--- src/hdl/hcps_pkg.sv ---
package hcps_pkg;

  localparam int unsigned COUNTS_PER_EDGE = 117;

  localparam logic [19:0] SPEED_MAX = 20'hFFFFF;
  localparam logic [27:0] SPEED_NUM = 28'd256000000;
  localparam int unsigned DIV_STEPS = 28;
  localparam int unsigned DIV_BITS  = $clog2(DIV_STEPS);

  localparam logic signed [49:0] C_BIAS = 50'sd838861;
  localparam logic signed [47:0] C_POS  = 48'sd9437;
  localparam logic [8:0]         DUTY_FULL = 9'd256;

  localparam int unsigned QUEUE_DEPTH = 2;
  localparam int unsigned QPTR_BITS   = $clog2(QUEUE_DEPTH);

  typedef enum logic [2:0] {
    CFG_ORIGIN     = 3'd0,
    CFG_LEAD       = 3'd1,
    CFG_TARGET_CNT = 3'd2,
    CFG_TARGET_VEL = 3'd3,
    CFG_VEL_GAIN   = 3'd4
  } cfg_idx_e;

  typedef enum logic [2:0] {
    ST_IDLE,
    ST_DIV,
    ST_MUL,
    ST_SUM,
    ST_DUTY,
    ST_DONE
  } back_state_e;

  typedef struct packed {
    logic [2:0]  origin_state;
    logic        lead_forward;
    logic [31:0] target_count;
    logic [15:0] target_velocity;
    logic [15:0] velocity_gain;
  } cfg_t;

  // one classified word handed from the front to the back
  typedef struct packed {
    logic        op;
    logic [19:0] interval_us;
    logic [5:0]  pattern;
  } item_t;

  function automatic logic [2:0] rotor_state(input logic [2:0] hall);
    logic [2:0] st;
    case (hall)
      3'd0:    st = 3'd7;
      3'd1:    st = 3'd5;
      3'd2:    st = 3'd3;
      3'd3:    st = 3'd4;
      3'd4:    st = 3'd1;
      3'd5:    st = 3'd0;
      3'd6:    st = 3'd2;
      default: st = 3'd7;
    endcase
    return st;
  endfunction

  function automatic logic [5:0] drive_lookup(input logic [2:0] idx);
    logic [5:0] p;
    case (idx)
      3'd0:    p = 6'h12;
      3'd1:    p = 6'h18;
      3'd2:    p = 6'h09;
      3'd3:    p = 6'h21;
      3'd4:    p = 6'h24;
      3'd5:    p = 6'h06;
      default: p = 6'h00;
    endcase
    return p;
  endfunction

endpackage

--- src/hdl/hcps_front.sv ---
module hcps_front (
  input  logic              in_valid_i,
  output logic              in_ready_o,
  input  logic              op_i,
  input  logic [2:0]        hall_i,
  input  logic [19:0]       interval_us_i,
  input  hcps_pkg::cfg_t    cfg_i,
  output logic              push_o,
  output hcps_pkg::item_t   item_o,
  input  logic              q_ready_i
);

  logic [2:0]        st;
  logic signed [5:0] v;
  logic [2:0]        idx;

  always_comb begin
    st = hcps_pkg::rotor_state(hall_i);
    // state - origin + lead + 6, lead is +2 or -2
    v = $signed({3'b000, st}) - $signed({3'b000, cfg_i.origin_state})
        + (cfg_i.lead_forward ? 6'sd8 : 6'sd4);
    // truncating remainder: negative values stay negative and wrap to 5..7
    if (v < 0) begin
      idx = 3'(v + 6'sd8);
    end else if (v >= 6'sd12) begin
      idx = 3'(v - 6'sd12);
    end else if (v >= 6'sd6) begin
      idx = 3'(v - 6'sd6);
    end else begin
      idx = v[2:0];
    end
    item_o.op          = op_i;
    item_o.interval_us = interval_us_i;
    item_o.pattern     = hcps_pkg::drive_lookup(idx);
  end

  assign in_ready_o = q_ready_i;
  assign push_o     = in_valid_i && q_ready_i;

endmodule

--- src/hdl/hcps_queue.sv ---
module hcps_queue (
  input  logic            clk_i,
  input  logic            rst_ni,
  input  logic            push_i,
  input  hcps_pkg::item_t item_i,
  output logic            ready_o,
  input  logic            pop_i,
  output hcps_pkg::item_t item_o,
  output logic            valid_o
);

  hcps_pkg::item_t mem_q [hcps_pkg::QUEUE_DEPTH];
  logic [hcps_pkg::QPTR_BITS-1:0] wr_ptr_q, wr_ptr_d, rd_ptr_q, rd_ptr_d;
  logic [hcps_pkg::QPTR_BITS:0]   cnt_q, cnt_d;

  assign valid_o = (cnt_q != '0);
  assign ready_o = (cnt_q != (hcps_pkg::QPTR_BITS+1)'(hcps_pkg::QUEUE_DEPTH));
  assign item_o  = mem_q[rd_ptr_q];

  always_comb begin
    wr_ptr_d = wr_ptr_q;
    rd_ptr_d = rd_ptr_q;
    cnt_d    = cnt_q;
    if (push_i) begin
      wr_ptr_d = (wr_ptr_q == hcps_pkg::QPTR_BITS'(hcps_pkg::QUEUE_DEPTH - 1)) ?
                 '0 : wr_ptr_q + 1'b1;
    end
    if (pop_i) begin
      rd_ptr_d = (rd_ptr_q == hcps_pkg::QPTR_BITS'(hcps_pkg::QUEUE_DEPTH - 1)) ?
                 '0 : rd_ptr_q + 1'b1;
    end
    if (push_i && !pop_i) begin
      cnt_d = cnt_q + 1'b1;
    end else if (pop_i && !push_i) begin
      cnt_d = cnt_q - 1'b1;
    end
  end

  always_ff @(posedge clk_i or negedge rst_ni) begin
    if (!rst_ni) begin
      wr_ptr_q <= '0;
      rd_ptr_q <= '0;
      cnt_q    <= '0;
    end else begin
      wr_ptr_q <= wr_ptr_d;
      rd_ptr_q <= rd_ptr_d;
      cnt_q    <= cnt_d;
    end
  end

  always_ff @(posedge clk_i) begin
    if (push_i) begin
      mem_q[wr_ptr_q] <= item_i;
    end
  end

endmodule

--- src/hdl/hcps_back.sv ---
module hcps_back (
  input  logic            clk_i,
  input  logic            rst_ni,
  input  hcps_pkg::cfg_t  cfg_i,
  input  logic            head_valid_i,
  input  hcps_pkg::item_t head_i,
  output logic            pop_o,
  output logic            out_valid_o,
  input  logic            out_ready_i,
  output logic [5:0]      drive_pattern_o,
  output logic [8:0]      duty_o,
  output logic [31:0]     position_count_o,
  output logic [19:0]     speed_o
);

  hcps_pkg::back_state_e state_q, state_d;

  logic [31:0] pos_q, pos_d;
  logic [19:0] speed_q, speed_d;
  logic [8:0]  duty_q, duty_d;

  logic [19:0] divisor_q;
  logic [19:0] rem_q;
  logic [27:0] quo_q;
  logic [hcps_pkg::DIV_BITS-1:0] bit_q;
  logic [5:0]  pat_q;

  logic signed [47:0] prod_pos_q;
  logic signed [36:0] prod_vel_q;
  logic signed [49:0] vneed_q;

  logic out_valid_q;
  logic [5:0]  out_pat_q;
  logic [8:0]  out_duty_q;
  logic [31:0] out_pos_q;
  logic [19:0] out_speed_q;

  logic out_free, take_op0, take_op1, load_done;
  logic [20:0] trial;
  logic        ge;
  logic [20:0] rem_next;
  logic [27:0] quo_next;
  logic [32:0] pos_sum;
  logic signed [32:0] err;
  logic signed [49:0] vneed, vlim, diff;
  logic [36:0] dq;

  assign out_free = !out_valid_q || out_ready_i;

  // next state
  always_comb begin
    state_d = state_q;
    case (state_q)
      hcps_pkg::ST_IDLE: begin
        if (head_valid_i && head_i.op) state_d = hcps_pkg::ST_DIV;
      end
      hcps_pkg::ST_DIV: begin
        if (bit_q == '0) state_d = hcps_pkg::ST_MUL;
      end
      hcps_pkg::ST_MUL:  state_d = hcps_pkg::ST_SUM;
      hcps_pkg::ST_SUM:  state_d = hcps_pkg::ST_DUTY;
      hcps_pkg::ST_DUTY: state_d = hcps_pkg::ST_DONE;
      hcps_pkg::ST_DONE: begin
        if (out_free) state_d = hcps_pkg::ST_IDLE;
      end
      default: state_d = hcps_pkg::ST_IDLE;
    endcase
  end

  // control outputs
  always_comb begin
    take_op0  = 1'b0;
    take_op1  = 1'b0;
    load_done = 1'b0;
    case (state_q)
      hcps_pkg::ST_IDLE: begin
        take_op0 = head_valid_i && !head_i.op && out_free;
        take_op1 = head_valid_i && head_i.op;
      end
      hcps_pkg::ST_DONE: load_done = out_free;
      default: ;
    endcase
  end

  assign pop_o = take_op0 || take_op1;

  // datapath
  always_comb begin
    trial    = {rem_q, hcps_pkg::SPEED_NUM[bit_q]};
    ge       = (trial >= {1'b0, divisor_q});
    rem_next = ge ? trial - {1'b0, divisor_q} : trial;
    quo_next = {quo_q[26:0], ge};

    pos_sum = {1'b0, pos_q} + 33'(hcps_pkg::COUNTS_PER_EDGE);
    pos_d   = pos_sum[32] ? 32'hFFFF_FFFF : pos_sum[31:0];

    speed_d = (quo_next > 28'(hcps_pkg::SPEED_MAX)) ? hcps_pkg::SPEED_MAX : quo_next[19:0];

    err = $signed({1'b0, cfg_i.target_count}) - $signed({1'b0, pos_q});

    vneed = hcps_pkg::C_BIAS + 50'(prod_pos_q) - 50'(prod_vel_q);
    vlim  = $signed({22'd0, cfg_i.target_velocity, 12'd0});
    if (vneed > vlim) vneed = vlim;

    diff = vneed_q - $signed({18'd0, speed_q, 12'd0});
    dq   = 37'(diff >>> 13);
    if (diff <= 0 || pos_q >= cfg_i.target_count) begin
      duty_d = '0;
    end else if (dq > 37'(hcps_pkg::DUTY_FULL)) begin
      duty_d = hcps_pkg::DUTY_FULL;
    end else begin
      duty_d = dq[8:0];
    end
  end

  always_ff @(posedge clk_i or negedge rst_ni) begin
    if (!rst_ni) begin
      state_q     <= hcps_pkg::ST_IDLE;
      pos_q       <= '0;
      speed_q     <= '0;
      duty_q      <= hcps_pkg::DUTY_FULL;
      out_valid_q <= 1'b0;
    end else begin
      state_q <= state_d;
      if (take_op1) pos_q <= pos_d;
      if (state_q == hcps_pkg::ST_DIV && bit_q == '0) speed_q <= speed_d;
      if (state_q == hcps_pkg::ST_DUTY) duty_q <= duty_d;
      if (take_op0 || load_done) begin
        out_valid_q <= 1'b1;
      end else if (out_ready_i) begin
        out_valid_q <= 1'b0;
      end
    end
  end

  always_ff @(posedge clk_i) begin
    if (take_op1) begin
      divisor_q <= head_i.interval_us;
      pat_q     <= head_i.pattern;
      rem_q     <= '0;
      quo_q     <= '0;
      bit_q     <= hcps_pkg::DIV_BITS'(hcps_pkg::DIV_STEPS - 1);
    end else if (state_q == hcps_pkg::ST_DIV) begin
      // one quotient bit a cycle, numerator MSB first
      rem_q <= rem_next[19:0];
      quo_q <= quo_next;
      bit_q <= bit_q - 1'b1;
    end
    if (state_q == hcps_pkg::ST_MUL) begin
      prod_pos_q <= 48'(err) * hcps_pkg::C_POS;
      prod_vel_q <= 37'($signed(cfg_i.velocity_gain)) * 37'($signed({1'b0, speed_q}));
    end
    if (state_q == hcps_pkg::ST_SUM) vneed_q <= vneed;
    if (take_op0) begin
      out_pat_q   <= head_i.pattern;
      out_duty_q  <= duty_q;
      out_pos_q   <= pos_q;
      out_speed_q <= speed_q;
    end else if (load_done) begin
      out_pat_q   <= pat_q;
      out_duty_q  <= duty_q;
      out_pos_q   <= pos_q;
      out_speed_q <= speed_q;
    end
  end

  assign out_valid_o      = out_valid_q;
  assign drive_pattern_o  = out_pat_q;
  assign duty_o           = out_duty_q;
  assign position_count_o = out_pos_q;
  assign speed_o          = out_speed_q;

endmodule

--- src/hdl/hall_commutation_position_speed_ctrl_unit.sv ---
// Commutation-only word (op 0): the result passes through the queue and the output register,
// one word per cycle while the back end is idle and the output is not stalled. Speed-sample
// word (op 1): the back end runs the bit-serial speed divider, then the MUL, SUM and DUTY states.
// A 2-word queue lets the input side keep accepting until it is full while the back end is busy.
// Reset (async, active low): registers to their documented defaults, position 0,
// speed 0, duty full, queue and output register empty.
module hall_commutation_position_speed_ctrl_unit (
  input  logic        clk_i,
  input  logic        rst_ni,
  input  logic        cfg_valid_i,
  output logic        cfg_ready_o,
  input  logic [2:0]  cfg_index_i,
  input  logic [31:0] cfg_data_i,
  input  logic        in_valid_i,
  output logic        in_ready_o,
  input  logic        op_i,
  input  logic [2:0]  hall_i,
  input  logic [19:0] interval_us_i,
  output logic        out_valid_o,
  input  logic        out_ready_i,
  output logic [5:0]  drive_pattern_o,
  output logic [8:0]  duty_o,
  output logic [31:0] position_count_o,
  output logic [19:0] speed_o
);

  hcps_pkg::cfg_t  cfg_q;
  hcps_pkg::item_t front_item, head_item;
  logic push, q_ready, pop, head_valid;

  assign cfg_ready_o = 1'b1;

  always_ff @(posedge clk_i or negedge rst_ni) begin
    if (!rst_ni) begin
      cfg_q.origin_state    <= 3'd0;
      cfg_q.lead_forward    <= 1'b0;
      cfg_q.target_count    <= 32'hFFFF_FFFF;
      cfg_q.target_velocity <= 16'd1280;
      cfg_q.velocity_gain   <= 16'd573;
    end else if (cfg_valid_i) begin
      case (cfg_index_i)
        hcps_pkg::CFG_ORIGIN:     cfg_q.origin_state    <= cfg_data_i[2:0];
        hcps_pkg::CFG_LEAD:       cfg_q.lead_forward    <= cfg_data_i[0];
        hcps_pkg::CFG_TARGET_CNT: cfg_q.target_count    <= cfg_data_i;
        hcps_pkg::CFG_TARGET_VEL: cfg_q.target_velocity <= cfg_data_i[15:0];
        hcps_pkg::CFG_VEL_GAIN:   cfg_q.velocity_gain   <= cfg_data_i[15:0];
        default: ;
      endcase
    end
  end

  hcps_front u_front (
    .in_valid_i    (in_valid_i),
    .in_ready_o    (in_ready_o),
    .op_i          (op_i),
    .hall_i        (hall_i),
    .interval_us_i (interval_us_i),
    .cfg_i         (cfg_q),
    .push_o        (push),
    .item_o        (front_item),
    .q_ready_i     (q_ready)
  );

  hcps_queue u_queue (
    .clk_i   (clk_i),
    .rst_ni  (rst_ni),
    .push_i  (push),
    .item_i  (front_item),
    .ready_o (q_ready),
    .pop_i   (pop),
    .item_o  (head_item),
    .valid_o (head_valid)
  );

  hcps_back u_back (
    .clk_i            (clk_i),
    .rst_ni           (rst_ni),
    .cfg_i            (cfg_q),
    .head_valid_i     (head_valid),
    .head_i           (head_item),
    .pop_o            (pop),
    .out_valid_o      (out_valid_o),
    .out_ready_i      (out_ready_i),
    .drive_pattern_o  (drive_pattern_o),
    .duty_o           (duty_o),
    .position_count_o (position_count_o),
    .speed_o          (speed_o)
  );

  a_duty_range: assert property (@(posedge clk_i) disable iff (!rst_ni)
    out_valid_o |-> duty_o <= hcps_pkg::DUTY_FULL)
    else $error("duty above full scale");

  a_two_switches: assert property (@(posedge clk_i) disable iff (!rst_ni)
    out_valid_o |-> ($countones(drive_pattern_o) == 2 || drive_pattern_o == 6'd0))
    else $error("drive pattern enables other than two switches");

  a_pop_has_head: assert property (@(posedge clk_i) disable iff (!rst_ni)
    pop |-> head_valid)
    else $error("queue popped while empty");

  a_full_stalls: assert property (@(posedge clk_i) disable iff (!rst_ni)
    !q_ready |-> !push)
    else $error("word pushed into full queue");

endmodule
--- config.mk ---
export PLATFORM = sky130hd
export DESIGN_NAME = hall_commutation_position_speed_ctrl_unit
export DESIGN_NICKNAME = d
export VERILOG_FILES = /design/src/hdl/hcps_pkg.sv /design/src/hdl/hcps_front.sv /design/src/hdl/hcps_queue.sv /design/src/hdl/hcps_back.sv /design/src/hdl/hall_commutation_position_speed_ctrl_unit.sv
export SDC_FILE = /design/constraint.sdc
export NUM_CORES = 2
export LEC_CHECK = 0
export ABC_AREA = 0
export BUFFER_PORTS_ARGS = -buffer_cell sky130_fd_sc_hd__buf_2
export CAP_MARGIN = 20
export CORE_MARGIN = 5
export CORE_UTILIZATION = 31
export DETAILED_ROUTE_END_ITERATION = 8
export SLEW_MARGIN = 0
export SYNTH_ARGS = -nofsm -noshare
export SYNTH_HDL_FRONTEND = slang
export SYNTH_SLANG_ARGS = --single-unit
--- constraint.sdc ---
create_clock -name clk_i -period 10.6 [get_ports clk_i]
set_clock_uncertainty 0.1 [all_clocks]
set_input_delay 2.12 -clock clk_i [delete_from_list [all_inputs] [get_ports clk_i]]
set_output_delay 2.12 -clock clk_i [all_outputs]
set_load 0.05 [all_outputs]
# After elaboration in Yosys (flattened, before gate mapping)
# Memories as Yosys holds them, arrays and structs flattened. A register that Yosys moved wholly into a read port is not among the register bits.
# Cells that the tools add are included.
[totals]
register_bits = 417
ram_bits = 54
rom_bits = 32
out_inout_bits = 70
elab_cells = 147
mem_count = 2
[mem_list]
columns = ["memory", "depth", "width", "rd", "rd_clocked_by_memory_dff", "write_ports", "line_no", "source"]
rows = [
  ["u_queue.mem_q", 2, 27, 1, 0, 1, "hcps_queue.sv:12", "hcps_pkg::item_t mem_q [hcps_pkg::QUEUE_DEPTH];"],
  ["(no name shown)", 32, 1, 1, 1, 0, "hcps_back.sv:89", "trial = {rem_q, hcps_pkg::SPEED_NUM[bit_q]};"],
]
[op_classes]
addsub = 16
multipliers = 2
order_cmp = 10
eq_ne = 24
muxes = 38
n_reduce_logical = 29
[ops]
columns = ["operator", "n"]
rows = [
  ["32-bit two-way mux", 3],
  ["20-bit two-way mux", 4],
  ["50-bit by 29-bit greater-than comparator with 1-bit output", 1],
  ["50-bit by 1-bit less-or-equal comparator with 1-bit output, second input constant", 1],
  ["49-bit by 37-bit subtractor with 50-bit output", 1],
  ["50-bit by 33-bit subtractor with 50-bit output", 1],
  ["21-bit by 48-bit adder with 49-bit output, first input constant", 1],
  ["33-bit by 15-bit multiplier with 48-bit output, second input constant", 1],
  ["37-bit by 9-bit greater-than comparator with 1-bit output, second input constant", 1],
  ["16-bit by 21-bit multiplier with 37-bit output", 1],
  ["9-bit two-way mux", 4],
  ["3-bit one-hot mux with 6 select lines", 2],
  ["6-bit one-hot mux with 6 select lines", 1],
  ["32-bit by 7-bit adder with 33-bit output, second input constant", 1],
  ["32-bit by 32-bit subtractor with 33-bit output", 1],
  ["32-bit >= comparator", 1],
  ["28-bit by 20-bit greater-than comparator with 1-bit output, second input constant", 1],
  ["28-bit two-way mux", 1],
  ["3-bit by 2-bit == test with 1-bit output, second input constant", 8],
  ["3-bit == test, second input constant", 8],
  ["21-bit by 20-bit >= comparator with 1-bit output", 1],
  ["20-bit subtractor", 1],
  ["3-bit two-way mux", 6],
  ["3-bit by 1-bit == test with 1-bit output, second input constant", 4],
  ["28 further kinds", 64],
]

# Logic depth before layout (Yosys ltp)
[depth]
ltp_word = 10
mapped_depth = 35

# Cells and area by module
# From an unflattened synthesis, not the netlist that was laid out.
[hier_totals]
cells_unflattened = 4648
area_unflattened_um2 = 46291.9
[by_module_without_submodules]
columns = ["mod", "n_inst", "cells_each", "area_each_um2", "seq_area_each_um2"]
rows = [
  ["hcps_back", 1, 4308, 40600.2, 9535.4],
  ["hall_commutation_position_speed_ctrl_unit", 1, 150, 2787.7, 1751.7],
  ["hcps_queue", 1, 100, 2237.1, 1721.7],
  ["hcps_front", 1, 90, 666.9, 0.0],
]

# Worst setup path after synthesis
# No wires, ideal clock.
[synth_timing]
path_kind = "flip-flop to flip-flop"
from = "reg u_back.pos_q[8]"
to = "reg u_back.prod_pos_q[44], data pin"
setup_ps = 258
arrival_time_ps = 8346
t_required_ps = 10242
path_slack_ps = 1896
path_stages_with_launch = 34
path_buffers = 0
period_less_slack_ps = 8704
path_cell_list = "dfrtp_1 -> inv_1 -> ha_1 -> nand2_1 -> or3_1 -> a31o_2 -> a31oi_1 -> a221oi_1 -> a21oi_1 -> a21o_1 -> a21oi_1 -> xnor2_1 -> ha_1 -> inv_1 -> fa_1 -> fa_1 -> inv_1 -> fa_1 -> fa_1 -> inv_1 -> fa_1 -> inv_1 -> ha_1 -> a21o_1 -> a211oi_1 -> o21ai_0 -> a32o_1 -> a211o_1 -> a21oi_1 -> or3_1 -> a31oi_1 -> a41oi_1 -> nor2b_1 -> xnor2_1"
[synth_via]
elab_chain_len = 2
[synth_lines]
columns = ["element", "line_no", "source"]
rows = [
  ["start, declared", "hcps_back.sv:18", "logic [31:0] pos_q, pos_d;"],
  ["start signal, assigned", "hcps_back.sv:125", "if (take_op1) pos_q <= pos_d;"],
  ["32-bit by 32-bit subtractor with 33-bit output", "hcps_back.sv:99", "err = $signed({1'b0, cfg_i.target_count}) - $signed({1'b0, pos_q});"],
  ["33-bit by 15-bit multiplier with 48-bit output", "hcps_back.sv:150", "prod_pos_q <= 48'(err) * hcps_pkg::C_POS;"],
  ["end signal, assigned", "hcps_back.sv:150", ""],
  ["end, declared", "hcps_back.sv:28", "logic signed [47:0] prod_pos_q;"],
]
# No other way between the ends.
# A chain may end at the register's enable or synchronous reset.

# Worst setup path after layout
[layout_timing]
from = "reg cfg_q[32] (netlist bit)"
to = "reg u_back.prod_pos_q[46], data pin"
[layout_via]
elab_chain_len = 2
[layout_lines]
columns = ["element", "line_no", "source"]
rows = [
  ["start, declared", "hall_commutation_position_speed_ctrl_unit.sv:27", "hcps_pkg::cfg_t cfg_q;"],
  ["32-bit by 32-bit subtractor with 33-bit output", "hcps_back.sv:99", ""],
  ["33-bit by 15-bit multiplier with 48-bit output", "hcps_back.sv:150", ""],
]
# No other way between the ends.

==> impl_metrics.toml <==
[yosys]
syn_inst = 4750
yosys_warnings = 0
ys.flop_type = "edfxtp_1"
synth_edf_count = 282
netlist_area_mm2 = 0.0465
synth.area.mux_share = 0.0303
synthXorXnorAreaFrac = 0.0459
synth_compound_area_frac = 0.118
synth_top_family_by_area = "adder cells"
ys_types = 84
syn_nets = 5766
yosys.area_share.simple = 0.118
synth_async_sr_flop_share = 0.290
syn_avg_cell_area_um2 = 9.79
synth-seq-area-share = 0.280
synth-seq-cells = 472
synth-adder-area-share = 0.328

[clocking]
clockBufferDepth = 3
post_cts_resized = 0
htreeDepth = 2
cts_sinks = 472
cts_setup_buffers = 0
cts_tree = "done"
cts_buffers = 54
cts.clk_slew.worst_paths_ns = 0.06
hold_buffers = 0
clock_latency_ns = 0.65
clockRootBuffer = "clkbuf_16"

[global_routing]
grt_pass1_vias = 34200
overflow = 0
grt_pass1_wl_um = 190000
grt_antenna_before_repair = 4
grt_max_degree = 83
grt_use_total = 0.150

[worst_setup_path]
r2r-start = "cfg_q[32]"
reg2reg_slack_ns = 1.04
start_kind = "flip-flop"
endpoint_kind = "flip-flop"
r2r.worst_path.cells = 34
crit_path_max_incr_delay_ns = 0.73
critPathMaxFanout = 10
worstReg2RegEnd = "u_back.prod_pos_q[46]"
cp.arrival_ns = 9.87
criticalPathCategory = "reg -> reg"
cpMaxStageDelayCell = "xor2_1"
cpMostUsedCell = "fa_1"
crit_required_ns = 10.90

[drt]
drt-total-wl_um = 119000
avgRoutedWirePerCell_um = 17.3
first_iter_violations = 2131
drtPass1Iterations = 6
vias_per_cell = 4.86
vias = 33400
drc = 0
ant_nets = 0

[sta]
relSlewSlack = 0.245
fin_crit_sh = 0.902
setup_viol = 0
tightest_slew_ns = 1.12
rsz0062_at_grt = "no"
slew_viol_final = 0
hold_violations = 0
finalCriticalPeriod_ns = 9.56
setup_ws_ns = 1.04
fin_setup_tns_ns = 0
timing.fmax_mhz = 105

[floorplanning]
ios = 134
start_util = 0.311
die_w_um = 397
die_area_mm2 = 0.158
coreArea_mm2 = 0.150
die_h_um = 397
rows = 142

[placed_design]
port_buffers = 132
place_ws_ns = 1.14
dp_hpwl_um = 94200
place.gp.congestion = 0.896

[min_path]
hold_depth = 0
hp-start = "u_back.duty_q[2]"
hp-class = "reg -> reg"
hold_path_end = "u_back.duty_o[2]"

[layout]
fin_nets = 5823
final_cell_mix = "823 x inv_1, 508 x ha_1, 444 x fa_1"
area_delta_synth_final_pct = 9.99
fillerInstances = 15300
layout-drive-gt1-share = 0.0925
final_common_cell = "inv_1"

[status]
outcome = "completed"

[flow_run]
drv_cap = 0
stage by stage:
stage	hold slack [ns]	cells	utilization	cell area, µm²
after floorplan	0.323	4750	-	46500
after global placement	0.330	6765	0.330	49400
after detailed placement	0.337	6765	0.330	49400
after CTS	0.348	6866	0.342	51100
after global routing	0.362	6868	0.342	51200
final	0.344	6871	0.342	51200
cell families after synthesis:
| family | after synthesis |
|---|---|
| AO/OA/AOI/OAI | 823 |
| XOR/XNOR | 244 |
| adder cells (fa/ha/maj) | 952 |
| buffers and inverters | 991 |
| flip-flops | 472 |
| multiplexers | 128 |
| other | 1 |
| AND/OR/NAND/NOR | 1139 |
worst max-delay path: cells and delay by family, from the launching register on:
| kind | cells | cell delay, ns |
|---|---|---|
| AO/OA/AOI/OAI | 13 | 2.94 |
| XOR/XNOR | 2 | 0.89 |
| adder cells (fa/ha/maj) | 9 | 3.83 |
| buffers and inverters | 5 | 0.25 |
| flip-flops | 1 | 0.51 |
| AND/OR/NAND/NOR | 5 | 0.76 |
worst max-delay path by stage:
stage	start	to	slack (ns)
after floorplan	u_back.pos_q[8]	u_back.prod_pos_q[44]	1.90
after global placement	cfg_q[32]	u_back.prod_pos_q[44]	1.20
after detailed placement	cfg_q[32]	u_back.prod_pos_q[46]	1.14
after CTS	cfg_q[32]	u_back.prod_pos_q[46]	1.11
after global routing	u_back.pos_q[7]	u_back.prod_pos_q[44]	0.54
final	cfg_q[32]	u_back.prod_pos_q[46]	1.04
synthesized netlist by cell type (9+ instances only):
cell type,instances,area [µm²]
a211oi_1,32,240
mux2i_1,27,270
o22a_1,20,175
inv_1,824,3090
nor2_1,196,736
ha_1,508,6360
o21ai_0,159,796
a211o_1,11,96.3
buf_1,9,33.8
edfxtp_1,282,8470
o21a_1,35,263
dfrtp_1,96,2400
and2_1,158,988
nor3_1,63,315
o31ai_1,16,120
dfxtp_1,53,1060
xor2_1,76,666
clkbuf_1,147,552
nor2b_1,34,213
xnor2_1,168,1470
dfstp_2,41,1080
a31oi_1,22,138
a222oi_1,14,140
nor4_1,18,113
o211ai_1,32,240
nand3_1,59,295
nand4_1,45,282
nor3b_1,10,75.1
a21oi_1,227,1140
nand3b_1,16,120
a21o_1,87,653
mux2_2,101,1140
nand2b_1,34,213
nand2_1,422,1580
fa_1,444,8890
o21bai_1,32,240
a21boi_0,14,105
a21oi_2,13,114
or3_1,24,150
and3_1,35,219
registers in the layout, indices dropped and copies added (netlist names), 27 cells and up:
signal / flops
cfg_q: 68
u_queue.mem_q: 54
u_back.vneed_q: 50
u_back.prod_pos_q: 48
u_back.prod_vel_q: 37
u_back.pos_q: 32
u_back.position_count_o: 32
u_back.quo_q: 27
layer usage:
metal | global-route usage | vias up | part of all wire
met5 | 0 | - | 0
met4 | 0.0350 | 0 | 0.024
met3 | 0.0248 | 135 | 0.051
met2 | 0.249 | 705 | 0.47
met1 | 0.204 | 16600 | 0.46
li1 | - | 16000 | -
cell type report:
| class | instances | area [µm²] | share of cell area |
|---|---|---|---|
| Timing Repair Buffer | 166 | 927 | 0.0181 |
| Multi-Input combinational cell | 3287 | 29800 | 0.583 |
| Sequential cell | 472 | 13000 | 0.254 |
| Tap cell | 2016 | 2520 | 0.0493 |
| Antenna cell | 3 | 7.51 | 0.000147 |
| Inverter | 826 | 3100 | 0.0606 |
| Clock inverter | 32 | 295 | 0.00577 |
| Clock buffer | 69 | 1480 | 0.0289 |
Power is not shown: default switching activity piles up to over one toggle a cycle in this logic, so the estimate is an artifact.
